## src/sv/pbr_pkg.sv

```systemverilog
package pbr_pkg;

	localparam int PX_W     = 32;
	localparam int CH_W     = 8;
	localparam int FRAC_W   = 9;
	localparam int WGT_W    = 17;
	localparam int CA_W     = 16;
	localparam int AW_W     = 25;
	localparam int CAW_W    = 32;
	localparam int DVD_W    = 17;
	localparam int NUM_PX   = 4;
	localparam int NUM_COL  = 3;
	localparam int WGT_SHIFT = 16;

	localparam logic [FRAC_W-1:0] WEIGHT_ONE = 9'd256;
	localparam logic [CH_W-1:0]   CHAN_MAX   = 8'hFF;

	typedef logic [NUM_PX-1:0][PX_W-1:0]                px_quad_t;
	typedef logic [NUM_PX-1:0][WGT_W-1:0]               wgt_quad_t;
	typedef logic [NUM_PX-1:0][NUM_COL-1:0][CA_W-1:0]   ca_quad_t;
	typedef logic [NUM_PX-1:0][AW_W-1:0]                aw_quad_t;
	typedef logic [NUM_PX-1:0][NUM_COL-1:0][CAW_W-1:0]  caw_quad_t;

	typedef struct packed {
		logic [CH_W-1:0]                   alpha;
		logic                              zero;
		logic [NUM_COL-1:0][DVD_W-1:0]     dividend;
	} div_in_t;

	typedef struct packed {
		logic [CH_W-1:0] rem;
		logic [CH_W-1:0] low;
		logic [CH_W-1:0] quo;
	} div_lane_t;

	typedef struct packed {
		logic [CH_W-1:0]               alpha;
		logic                          zero;
		logic [NUM_COL-1:0]            sat;
		div_lane_t [NUM_COL-1:0]       lane;
	} div_stage_t;

	// One restoring step: bring down the next dividend bit and subtract if it fits.
	function automatic div_lane_t div_step(div_lane_t l, logic [CH_W-1:0] d);
		logic [CH_W:0] r9;
		div_lane_t o;
		r9 = {l.rem, l.low[CH_W-1]};
		o.low = {l.low[CH_W-2:0], 1'b0};
		if (r9 >= {1'b0, d}) begin
			o.rem = CH_W'(r9 - {1'b0, d});
			o.quo = {l.quo[CH_W-2:0], 1'b1};
		end else begin
			o.rem = r9[CH_W-1:0];
			o.quo = {l.quo[CH_W-2:0], 1'b0};
		end
		return o;
	endfunction

	function automatic div_stage_t div_pair(div_stage_t s);
		div_stage_t o;
		o = s;
		for (int c = 0; c < NUM_COL; c++) begin
			o.lane[c] = div_step(div_step(s.lane[c], s.alpha), s.alpha);
		end
		return o;
	endfunction

endpackage

```

## src/sv/pbr_divider.sv

```systemverilog
module pbr_divider
	import pbr_pkg::*;
(
	input  logic                clk,
	input  logic                arst_n,
	input  logic                in_valid,
	output logic                in_ready,
	input  div_in_t             in_data,
	output logic                out_valid,
	input  logic                out_ready,
	output logic [PX_W-1:0]     pixel
);

	logic       v_s1, v_s2, v_s3, v_s4;
	logic       en1, en2, en3, en4;
	div_stage_t d_s1, d_s2, d_s3;
	div_stage_t first, last;
	logic [NUM_COL-1:0][CH_W-1:0] chan;

	assign en4 = !v_s4 || out_ready;
	assign en3 = !v_s3 || en4;
	assign en2 = !v_s2 || en3;
	assign en1 = !v_s1 || en2;
	assign in_ready = en1;

	// The quotient fits in eight bits unless the dividend reaches 256 times alpha.
	always_comb begin
		first.alpha = in_data.alpha;
		first.zero  = in_data.zero;
		for (int c = 0; c < NUM_COL; c++) begin
			first.sat[c]      = in_data.dividend[c][DVD_W-1:CH_W] >= {1'b0, in_data.alpha};
			first.lane[c].rem = in_data.dividend[c][2*CH_W-1:CH_W];
			first.lane[c].low = in_data.dividend[c][CH_W-1:0];
			first.lane[c].quo = '0;
		end
	end

	always_comb begin
		last = div_pair(d_s3);
		for (int c = 0; c < NUM_COL; c++) begin
			chan[c] = last.sat[c] ? CHAN_MAX : last.lane[c].quo;
		end
	end

	always_ff @(posedge clk or negedge arst_n) begin
		if (!arst_n) begin
			v_s1 <= 1'b0;
			v_s2 <= 1'b0;
			v_s3 <= 1'b0;
			v_s4 <= 1'b0;
		end else begin
			if (en1) v_s1 <= in_valid;
			if (en2) v_s2 <= v_s1;
			if (en3) v_s3 <= v_s2;
			if (en4) v_s4 <= v_s3;
		end
	end

	always_ff @(posedge clk) begin
		if (en1) d_s1 <= div_pair(first);
		if (en2) d_s2 <= div_pair(d_s1);
		if (en3) d_s3 <= div_pair(d_s2);
		if (en4) begin
			if (last.zero) begin
				pixel <= '0;
			end else begin
				pixel <= {chan[0], chan[1], chan[2], last.alpha};
			end
		end
	end

	assign out_valid = v_s4;

endmodule
```

## config.mk

```make
export PLATFORM = sky130hd
export DESIGN_NAME = pbr_divider
export DESIGN_NICKNAME = d
export VERILOG_FILES = /design/src/sv/pbr_pkg.sv /design/src/sv/pbr_divider.sv
export SDC_FILE = /design/constraint.sdc
export NUM_CORES = 1
export LEC_CHECK = 0
export BUFFER_PORTS_ARGS = -buffer_cell sky130_fd_sc_hd__buf_2
export CAP_MARGIN = 10
export CORE_MARGIN = 4
export CORE_UTILIZATION = 33
export DETAILED_ROUTE_END_ITERATION = 7
export PLACE_DENSITY = 0.54
export REMOVE_ABC_BUFFERS = 1
export SETUP_SLACK_MARGIN = 0.15
export SLEW_MARGIN = 20
export SYNTH_ARGS = -nofsm -noshare
export SYNTH_HDL_FRONTEND = slang
export SYNTH_SLANG_ARGS = --single-unit
```

## constraint.sdc

```tcl
create_clock -name clk -period 9.2 [get_ports clk]
set_clock_uncertainty 0.1 [all_clocks]
set_input_delay 1.84 -clock clk [delete_from_list [all_inputs] [get_ports clk]]
set_output_delay 1.84 -clock clk [all_outputs]
set_load 0.005 [all_outputs]
```

== Word level (Yosys, flattened, before mapping) ==
Cells that the tools add are included.

* $add $sub $neg: 21
* Multipliers: 0
* Divide/modulo/power cells: 0
* Magnitude comparators: 27
* Equal/unequal tests: 0
* Shifts and indexed selects: 0
* Multiplexer cells: 57
* Bitwise logic cells: 0
* Reduce and logical (&&, ||, !) cells: 8

{| class="wikitable"
|+ Operator list
! kind !! number
|-
| $mux W8 || 33
|-
| $ge A9 B8 Y1 || 27
|-
| $sub A8 B8 Y8 || 21
|-
| $mux W1 || 24
|-
| $logic_not A1 Y1 || 4
|-
| $logic_or A1 B1 Y1 || 4
|}

* Bits in registers: 216
* Bits in latches: 0
* Memory bits (writable): 0
* Memory bits (read-only): 0
* Input bits: 64
* Word-level logic and storage cells: 154
* Memories kept: 0

== Logic depth before layout (Yosys ltp) ==
* Depth after elaboration: 8
* Gate-level depth with buffers: 18
* Gate-level depth less buffers: 17

== Worst setup path after synthesis ==
Ideal clock, no wire load.

* Path kind: input port to flip-flop
* Start point: input port in_data[53] (netlist bit)
* End point: register d_s1[41] (netlist bit), data pin
* Library setup time: 260 ps
* Arrival: 5,428 ps
* Required time: 8,840 ps
* Setup slack: 3,412 ps
* Stages on the path: 15
* Path through: inv_1 -> ha_1 -> a21o_1 -> a21oi_1 -> o211ai_1 -> clkbuf_1 -> a21oi_1 -> ha_1 -> nor2b_1 -> o21ai_0 -> a21oi_1 -> or4b_2 -> nand3_1 -> nand2_1 -> mux2_2

* Cells in the longest elaborated chain, start to end: 5

{| class="wikitable"
|+ Ends and longest elaborated chain
! what !! RTL line !! RTL
|-
| start, declared || pbr_divider.sv:8 || <nowiki>input div_in_t in_data,</nowiki>
|-
| $ge A9 B8 Y1 / $sub A8 B8 Y8 (equally long branches) || pbr_pkg.sv:49, pbr_pkg.sv:50 ||
|-
| $mux W8 || pbr_pkg.sv:49 || <nowiki>if (r9 >= {1'b0, d}) begin</nowiki>
|-
| $mux W8 || pbr_divider.sv:60 || <nowiki>if (en1) d_s1 <= div_pair(first);</nowiki>
|-
| $sub A8 B8 Y8 / $ge A9 B8 Y1 (equally long branches) || pbr_pkg.sv:50, pbr_pkg.sv:49 ||
|-
| $mux W8 (*) || pbr_pkg.sv:49 ||
|-
| end signal, assigned || pbr_divider.sv:60 ||
|-
| end, declared || pbr_divider.sv:16 || <nowiki>div_stage_t d_s1, d_s2, d_s3;</nowiki>
|}

Every way passes the cells marked *; elsewhere a longest branch is shown, timed or not. The select of a mux whose other input is x is not followed.
A chain may end at the register's enable or synchronous reset.

== Final worst setup path ==
* Start point: input port in_data[56] (netlist bit)
* End point: register d_s1[41] (netlist bit), data pin

Same word-level chain as after synthesis.

==> run metrics <==
Post-Route WL=39.2 mm; crit path capture type=flip-flop; drt first pass iters=5; fraction of registers with async set or reset after synthesis=1.85%; maximum vdd ir drop=145 uV; TritonCTS clock tree=done; Largest stage delay, worst path=730 ps; Main synth FF type=edfxtp_1; Max Freq=0.167 GHz; Hold Crit Class=flip-flop to flip-flop; CP Cell Sequence=buf_2 > inv_1 > ha_1 > nand2_1 > nor2_1 > nand2_1 > o211ai_1 > nor2_1 > a21oi_1 > ha_1 > nor2b_1 > o21ai_0 > a21oi_1 > or4b_2 > nand3_1 > nand2_1 > mux2_2; Slew @ Worst Pin=980 ps; core footprint=49200 um2; startpoint types=primary input; Die Area=53700 um2; buffers and inverters on the worst path=2; via-per-instance ratio=5.01; met2 Usage GRT=24.6%; area used by multi-input combinational logic=9500 um2; number of synthesized register bits=216; io pins=98; # H-tree levels=1; die width=232 um; CTS buffer count=28; CP top delay family=simple AND/OR/NAND/NOR gates; count of final max-slew check failures=0; sequential area share after synthesis=39.2%; final setup vio count=0; Yosys cell types=67; Congestion Overflow GR=0; GR Util All Layers=14.5%; first-pass GRT wire length=62.9 mm; Max stage delay cell, worst path=o211ai_1; Sw Pwr=0.00287 W; commonest non-fill, non-tap cell in the layout=ha_1; Slew HR=34.7%; WL/cell=16.4 um; largest net degree at the start of global routing=62; met3 usage in global routing=2.03%; fillers=4814; leakage power=7.87 nW; register area=6470 um2; Most Crowded Layer GR=met2; min cycle time layout=5990 ps; nets=2005; vias in the first global route=12200; antenna-violating nets left=0; Synth Instances=1590; pwr/cell area=380 nW/um2; status=finished, final reports clean; sequential fraction of design power=24.9%; Synth Cell Area=16500 um2; CTS Hold Bufs=0; Int Pwr=0.00425 W; Setup CP Type=primary input to flip-flop; Post-synth EDFFs=212; Post-CTS Setup Bufs=0; Setup TNS=0 ps; clock root buffer=clkbuf_16; met1 Use GR=19.5%; gp weighted congestion=0.871; Sw Share=40.3%; post-synth top area cell=edfxtp_1; initial core utilization=33.6%; Via Count=12000; Final Cycle Share=65.1%; Post-Layout Cell Count=2388; Sink Count=216; placed insts=2338; CTS max path bufs=3; antenna fix cells=0; share of the synthesized area in the top cell type=38.6%; # resized after CTS=0; initial drt markers=625; critical path data arrival time=6200 ps; synth-to-layout area growth=13.5%; Comb pwr share=59.9%; DP HPWL=29.7 mm; port bufs=97; Die Ht=232 um; initial antenna violation count=0; max-cap check violation count=0; CP dominant cell by count=nand2_1; most frequent cells in the layout=216 x ha_1, 212 x edfxtp_1, 126 x inv_1, 126 x nor2_1, 111 x a21oi_1; share of cells above drive strength 1=15.3%; FP Rows=81; Worst EP required=9410 ps; CTS clk-pin slew, worst paths=60 ps; DRC=0; worst-path fanout max=13; Syn. warnings=0; largest cells by area after synthesis=edfxtp_1 39%, ha_1 16%, mux2_2 5.7%; worst-skew pair later-pin latency=580 ps; clock network power share=15.2%; unrepaired setup endpoints after global routing=no; Avg Cell Area, Syn=10.4 um2; final hold vios=0
## per-stage QoR
stage	util (%)	setup WS (ps)	hold slack, ps	total power, W	area, um2
2_1_floorplan	-	3250	300	0.00515	16400
3_3_place_gp	36.2	2690	304	0.00597	17800
3_5_place_dp	36.2	2590	305	0.00605	17800
4_1_cts	38.1	3160	265	0.00719	18700
5_1_grt	38.1	2780	288	0.00780	18700
6_report	38.1	3210	269	0.00712	18700
## cells in the mapped netlist (4+ instances only)
master / count
ha_1: 216
edfxtp_1: 212
inv_1: 126
nor2_1: 126
a21oi_1: 111
nand2_1: 110
o21ai_0: 88
mux2_2: 83
xnor2_1: 56
xor2_1: 38
a21o_1: 35
nor2b_1: 33
nand3_1: 27
nand2b_1: 25
nor3_1: 25
o21bai_1: 25
nand4_1: 24
o21a_1: 24
fa_1: 21
mux2i_1: 18
clkbuf_1: 14
a31oi_1: 13
a211oi_1: 11
o31ai_1: 9
a211o_1: 8
o211ai_1: 8
or2_2: 8
a21boi_0: 7
and3_1: 5
buf_2: 5
nor4_1: 5
o211a_1: 5
o31a_1: 5
a311o_1: 4
a31o_2: 4
and2_1: 4
dfrtp_1: 4
or3_1: 4
## power groups by stage
stage	clock, W	combinational [W]	sequential [W]
final	0.00108	0.00427	0.00178
after global routing	0.00116	0.00484	0.00181
after CTS	0.00112	0.00429	0.00178
after detailed placement	0	0.00425	0.00180
after global placement	0	0.00417	0.00180
after floorplan	0	0.00342	0.00173
## layer usage
| metal | part of all wire (%) | vias up | routed length [um] |
|---|---|---|---|
| li1 | - | 6124 | - |
| met1 | 48 | 5546 | 18800 |
| met2 | 46 | 226 | 18000 |
| met3 | 3.4 | 64 | 1350 |
| met4 | 2.7 | 0 | 1050 |
| met5 | 0 | - | 0 |
## flip-flops by register name, summed over array words and instances, names as in the netlist
name,count
d_s1,60
out_valid,1
v_s3,1
d_s2,60
v_s2,1
d_s3,60
pixel,32
v_s1,1
## final timing paths
check                                 start  cells past startpoint   endpoint  slack [ps]
worst max-delay path            in_data[56]                     17   d_s1[41]        3210
worst min-delay path               d_s1[37]                      0   d_s2[39]         270
worst max register to register     d_s2[77]                     14   d_s3[68]        3950
worst min register to register     d_s1[37]                      0   d_s2[39]         270
max in group asynchronous            arst_n                      1  out_valid        7920
min in group asynchronous            arst_n                      1       v_s2         950
## cells by family after synthesis
group / count (synthesis) / share of synthesized area [%]
buffers and inverters: 147 / 3.39
AND/OR/NAND/NOR: 405 / 11.5
flip-flops: 216 / 39.2
multiplexers: 101 / 6.75
AO/OA/AOI/OAI: 390 / 15.3
XOR/XNOR: 94 / 4.99
adder cells (fa/ha/maj): 237 / 18.9
## area by class of cell
type,instances,area share (%)
flip-flops and latches,216,34.5
well taps,664,4.44
multi-input cells,1227,50.7
repair buffers,104,2.87
clock inverters,22,1.19
clock buffers,28,3.74
inverters,127,2.54
## worst register-to-register path, stage by stage (launching register included)
cell and delay [ps]:
edfxtp_1 380, inv_1 490, ha_1 370, a2111oi_0 500, o21bai_1 190, a311oi_2 740, o21ai_0 360, ha_1 380
nor2b_1 150, o21bai_1 120, a21oi_1 100, o21bai_1 190, a21bo_2 160, and3_1 380, mux2_2 390
(Power assumes the default switching activity.)
